### config.mk
export PLATFORM = sky130hd
export DESIGN_NAME = bsw_axis
export DESIGN_NICKNAME = d
export VERILOG_FILES = /design/src/hdl/bsw_pkg.sv /design/src/hdl/bsw_axis.sv
export SDC_FILE = /design/constraint.sdc
export NUM_CORES = 2
export LEC_CHECK = 0
export ABC_AREA = 0
export ABC_CLOCK_PERIOD_IN_PS = 40900
export BUFFER_PORTS_ARGS = -buffer_cell sky130_fd_sc_hd__buf_2
export CORE_MARGIN = 4
export CORE_UTILIZATION = 57
export DETAILED_ROUTE_END_ITERATION = 7
export HOLD_SLACK_MARGIN = 0.15
export PLACE_DENSITY = 0.82
export SETUP_SLACK_MARGIN = 0.15
export SLEW_MARGIN = 20
export SYNTH_ARGS = -nofsm -noshare
export SYNTH_HDL_FRONTEND = slang
export SYNTH_SLANG_ARGS = --single-unit
### constraint.sdc
create_clock -name clk -period 40.9 [get_ports clk]
set_input_delay 12.27 -clock clk [delete_from_list [all_inputs] [get_ports clk]]
set_output_delay 12.27 -clock clk [all_outputs]
set_load 0.01 [all_outputs]
### src/hdl/bsw_pkg.sv
package bsw_pkg;

  // Default fixed-point format of a position: integer and fraction bits
  localparam int INT_BITS_DEF  = 8;
  localparam int FRAC_BITS_DEF = 16;

  // Fixed port widths
  localparam int POS_W    = 24;
  localparam int NODE_W   = 9;
  localparam int WEIGHT_W = 16;
  localparam int GRAD_W   = 18;
  localparam int REL_W    = 18;

  // Node offset within the kernel along one axis runs 0..2
  localparam int          OFF_W    = 2;
  localparam logic [1:0]  LAST_OFF = 2'd2;

  typedef struct packed {
    logic clamped;
    logic last_node;
  } beat_ctl_t;

endpackage

### src/hdl/bsw_axis.sv
module bsw_axis #(
  parameter int INT_BITS  = bsw_pkg::INT_BITS_DEF,
  parameter int FRAC_BITS = bsw_pkg::FRAC_BITS_DEF
) (
  input  logic                                clk,
  input  logic                                load,
  input  logic [bsw_pkg::POS_W-1:0]           pos,
  input  logic [bsw_pkg::OFF_W-1:0]           sel,
  output logic [FRAC_BITS:0]                  weight,
  output logic [FRAC_BITS+1:0]                slope,
  output logic [bsw_pkg::NODE_W-1:0]          node,
  output logic [bsw_pkg::REL_W-1:0]           rel,
  output logic                                clamped
);

  localparam int PW = INT_BITS + FRAC_BITS;
  localparam int EW = (PW > bsw_pkg::POS_W) ? PW : bsw_pkg::POS_W;
  localparam int WW = FRAC_BITS + 1;
  localparam int SW = FRAC_BITS + 2;
  localparam int QW = 2 * FRAC_BITS + 3;
  localparam int NW = (INT_BITS + 1 > bsw_pkg::NODE_W) ? INT_BITS + 1 : bsw_pkg::NODE_W;
  localparam int RW = (FRAC_BITS + 3 > bsw_pkg::REL_W) ? FRAC_BITS + 3 : bsw_pkg::REL_W;

  localparam logic [PW-1:0] HALF_P       = PW'(2 ** (FRAC_BITS - 1));
  localparam logic [WW-1:0] ONE_W        = WW'(2 ** FRAC_BITS);
  localparam logic [WW-1:0] HALF_W       = WW'(2 ** (FRAC_BITS - 1));
  localparam logic [WW-1:0] THREE_HALF_W = WW'(3 * 2 ** (FRAC_BITS - 1));
  localparam logic [WW-1:0] THREE_QTR_W  = WW'(3 * 2 ** (FRAC_BITS - 2));
  localparam logic [QW-1:0] ONE_Q        = QW'(2 ** FRAC_BITS);
  localparam logic [QW-1:0] HALF_Q       = QW'(2 ** (FRAC_BITS - 1));

  logic [EW-1:0]       pos_ext;
  logic [PW-1:0]       p_raw;
  logic [PW-1:0]       p_clip;
  logic [PW-1:0]       p_shift;
  logic                clamp_c;
  logic [INT_BITS-1:0] base_c;
  logic [WW-1:0]       f_c;
  logic [WW-1:0]       d0, d1, d2;
  logic [QW-1:0]       sq0, sq1, sq2;
  logic [WW-1:0]       w_c [3];
  logic [SW-1:0]       s_c [3];
  logic [SW-1:0]       one_minus_f;

  logic [WW-1:0]       w_r [3];
  logic [SW-1:0]       s_r [3];
  logic [WW-1:0]       f_r;
  logic [INT_BITS-1:0] base_r;
  logic                clamp_r;

  logic [NW-1:0]       node_sum;
  logic [RW-1:0]       rel_sum;

  always_comb begin
    pos_ext = EW'(pos);
    p_raw   = pos_ext[PW-1:0];
    clamp_c = p_raw < HALF_P;
    p_clip  = clamp_c ? HALF_P : p_raw;
    p_shift = p_clip - HALF_P;
    base_c  = p_shift[PW-1:FRAC_BITS];
    f_c     = WW'(p_shift[FRAC_BITS-1:0]) + HALF_W;

    // Outer weights: 0.5*d^2 rounded half up; middle weight: 0.75 - d^2, d^2 rounded half up
    d0 = THREE_HALF_W - f_c;
    d2 = f_c - HALF_W;
    d1 = (f_c >= ONE_W) ? f_c - ONE_W : ONE_W - f_c;
    sq0 = QW'(d0) * QW'(d0) + ONE_Q;
    sq2 = QW'(d2) * QW'(d2) + ONE_Q;
    sq1 = QW'(d1) * QW'(d1) + HALF_Q;
    w_c[0] = sq0[FRAC_BITS+1 +: WW];
    w_c[1] = THREE_QTR_W - sq1[FRAC_BITS +: WW];
    w_c[2] = sq2[FRAC_BITS+1 +: WW];

    one_minus_f = SW'(ONE_W) - SW'(f_c);
    s_c[0] = SW'(f_c) - SW'(THREE_HALF_W);
    s_c[1] = {one_minus_f[SW-2:0], 1'b0};
    s_c[2] = SW'(f_c) - SW'(HALF_W);
  end

  always_ff @(posedge clk) begin
    if (load) begin
      w_r     <= w_c;
      s_r     <= s_c;
      f_r     <= f_c;
      base_r  <= base_c;
      clamp_r <= clamp_c;
    end
  end

  always_comb begin
    case (sel)
      2'd0: begin
        weight = w_r[0];
        slope  = s_r[0];
      end
      2'd1: begin
        weight = w_r[1];
        slope  = s_r[1];
      end
      default: begin
        weight = w_r[2];
        slope  = s_r[2];
      end
    endcase
    node_sum = NW'(base_r) + NW'(sel);
    rel_sum  = (RW'(sel) << FRAC_BITS) - RW'(f_r);
    node     = node_sum[bsw_pkg::NODE_W-1:0];
    rel      = rel_sum[bsw_pkg::REL_W-1:0];
    clamped  = clamp_r;
  end

endmodule

==> results.rst <==
.. list-table::
   :header-rows: 1

   * - Metric
     - Value
   * - Top library cells by usage in the layout, fill and taps aside
     - inv_1, fa_1, ha_1
   * - Synth area leaders
     - fa_1, ha_1, inv_1
   * - Vertical extent of the die
     - approximately 230 µm
   * - RSZ-0062 raised after global routing
     - false
   * - H-tree level count
     - 3
   * - Clock transition at the registers of the reported paths
     - 80 ps
   * - WP data required
     - between 20,000 and 30,000 ps
   * - Weighted congestion at the end of routability-driven global placement
     - slightly below 1
   * - CP peak stage delay
     - approximately 630 ps
   * - Dominant cell type by count on the critical path
     - buf_2
   * - Final ANT Viol Nets
     - 0
   * - Buffers plus inverters on the worst setup path
     - 3
   * - Global-route wire length before repair
     - ~110,000 µm
   * - Setup bufs post-CTS
     - 0
   * - Number of CTS-inserted buffers
     - 9
   * - Worst Setup Path Type
     - in2out
   * - Share of Yosys cell area claimed by the top area cell type
     - between 40% and 50%
   * - Input/output buffers
     - 90
   * - Mean number of vias per cell
     - approximately 5.6
   * - Floorplan core area
     - 47,700 µm²
   * - Normalized max-slew margin
     - between 40% and 50%
   * - Final number of setup-violating endpoints
     - 0
   * - Result of the run
     - finished clean
   * - Number of nets in the final layout
     - roughly 3,900
   * - Fin Setup TNS
     - 0 ps
   * - Data arrival at the endpoint of the critical path
     - roughly 14,000 ps
   * - Number of max-cap violations
     - 0
   * - Clock period minus worst slack
     - approximately 27,000 ps
   * - Path category of the worst min-delay check
     - in2reg
   * - GRT Util Overall
     - between 20 and 30%
   * - Num rows
     - 80
   * - Worst min-delay path startpoint
     - pos[20]
   * - GR Overflow Total
     - 0
   * - Layout cell share with drive strength beyond 1
     - 5.61%
   * - Full die area
     - 52,000 µm²
   * - Half-perimeter wire length after placement
     - between 50,000 and 60,000 µm
   * - # hold bufs at CTS
     - 0
   * - Area used by multi-input combinational logic
     - about 22,000 µm²
   * - Final antenna diode count
     - 0
   * - Final clock period utilization by the worst path
     - roughly two thirds
   * - Slowest stage cell, crit path
     - buf_2
   * - Post-route DRC
     - 0
   * - Slew at the pin with the worst max-slew slack
     - 893 ps
   * - Largest net degree at the start of global routing
     - 90
   * - Distinct cell type count after synthesis
     - between 70 and 80
   * - Proportion of synthesized chip area in sequential cells
     - between 10% and 20%
   * - Largest delay contributor family on the critical path
     - buffers and inverters
   * - Syn_area_per_cell
     - 9.37 µm²
   * - X dimension of the die
     - around 230 µm
   * - Ordered cell list for the critical path
     - buf_2, ha_1, inv_1, fa_1, nor3b_1, and3_1, buf_2
   * - Type of element capturing the critical path
     - output port
   * - Maximum clock path buffer count
     - 2
   * - Most frequently used flop master after synthesis
     - edfxtp_1
   * - Warnings, synthesis
     - 0
   * - Number of antenna violations at the first check in global routing
     - 2
   * - Worst hold path depth
     - 2
   * - Proportion of register bits with asynchronous set or reset after synthesis
     - 0%
   * - CTS root buf
     - clkbuf_16
   * - Routed vias
     - 20,269
   * - Number of detailed-routing iterations run before antenna repair
     - 5
   * - Clk sinks
     - 93
   * - Number of hold violations in the final report
     - 0
   * - Commonest non-fill, non-tap cell in the layout
     - inv_1
   * - Number of primary I/O pins
     - 91
   * - Area growth, synth to finish
     - 5.51%
   * - Cell type contributing the most total cell area after synthesis
     - fa_1
   * - Category of the worst setup path launch point
     - primary input
   * - Biggest fanout along the worst timing path
     - 23
   * - Initial detailed-routing violation count
     - 1,738
   * - Count of flip-flops with a built-in enable after synthesis
     - 93
   * - Post-cts repair resize count
     - 0
   * - Wirelength per Cell
     - about 18 µm
   * - Netlist area before placement
     - roughly 28,000 µm²
   * - Count of filler cells inserted in the layout
     - between 3,000 and 4,000
   * - Final routed wirelength across all metal layers
     - between 60,000 and 70,000 µm
   * - Maximum clock frequency
     - about 37 MHz
   * - FF+latch count, synth
     - between 90 and 100
   * - Number of global-route vias before repair
     - between 20,000 and 25,000
   * - Synth Instances
     - 2,944
   * - Clock tree from TritonCTS
     - yes
   * - Endpoint, Worst Hold
     - base_r[4]$_DFFE_PP_
   * - Slew Limit Fails
     - 0
   * - FF/Latch Area
     - roughly 2800 µm²
   * - Initial standard-cell utilization of the core
     - ~58%
[synthesized netlist by cell type, types with 3 or more instances]
cell         n
nand4_1      9
o211ai_1     8
buf_1        3
nor4_1      11
a21o_1      31
a31oi_1      7
o31a_1       3
o21ai_0     44
a2111oi_2    3
and3_1      76
nor3b_1      5
and2_1      37
a21boi_0     3
nand3b_1     3
mux2_2      17
or2_2        5
clkinv_1    11
clkbuf_1    78
or4_1        6
a21oi_1     63
a211oi_1     6
fa_1       556
a211o_1      5
o31ai_1      5
o21bai_1     6
nor2b_1     13
or3_1        9
nand3_1     17
xor2_1      34
inv_1      818
nand2_1    233
nor3_1      24
o21a_1      18
nand4b_1     6
xnor2_1     76
mux2i_1     20
a2111oi_0    3
edfxtp_1    93
ha_1       337
buf_2        3
nor2_1     197
nand2b_1     4
[routing by layer]
metal / track usage [%] / share of wire [%]
met1: 34.7 / 38
met2: 43.4 / 47
met3: 5.73 / 9.5
met4: 12.6 / 5.8
met5: 0 / 0
[area by class of cell]
cell class / instances / area share, %
clock buffers: 9 / 0.774
well taps: 615 / 2.64
repair buffers: 110 / 2.07
multi-input cells: 1981 / 73.9
flip-flops and latches: 93 / 9.59
inverters: 831 / 10.7
clock inverters: 7 / 0.275
[how the worst max path moves through the flow]
stage,depth (start not counted),to,slack (ps),start
6_report,7,node[8],14180,sel[0]
5_1_grt,7,node[8],14080,sel[0]
4_1_cts,7,node[8],14200,sel[0]
3_5_place_dp,7,node[8],14210,sel[0]
3_3_place_gp,7,node[8],14290,sel[0]
2_1_floorplan,5,node[8],15020,sel[1]
[per-stage QoR]
stage               setup WS [ps]  cell area, µm²  hold WS, ps  utilization (%)  instances
finish                      14180           29100        12220             61.0       3646
floorplan                   15020           27800        12380                -       2991
CTS                         14200           29100        12200             61.0       3646
detailed placement          14210           28800        12610             60.3       3630
global route                14080           29100        12210             61.0       3646
global placement            14290           28800        12610             60.3       3630
[flip-flops by register name, indices dropped and copies added (netlist names)]
name and flops:
f_r 1, s_r 32, clamped 1, w_r 51, base_r 8
[cell families (layout without fill, tap and decap cells)]
| family | Yosys count | after routing | synth area share [%] |
|---|---|---|---|
| AO/OA/AOI/OAI | 228 | 228 | 5.58 |
| XOR/XNOR | 111 | 111 | 3.55 |
| adder cells (fa/ha/maj) | 893 | 893 | 55.6 |
| buffers and inverters | 917 | 957 | 12.5 |
| flip-flops | 93 | 93 | 10.1 |
| multiplexers | 37 | 37 | 1.42 |
| other | 2 | 49 | 0.0272 |
| AND/OR/NAND/NOR | 663 | 663 | 11.1 |
Power is left out: the tool's default activity adds up to more than one toggle a clock period on the data nets, which glitch-free logic cannot reach.
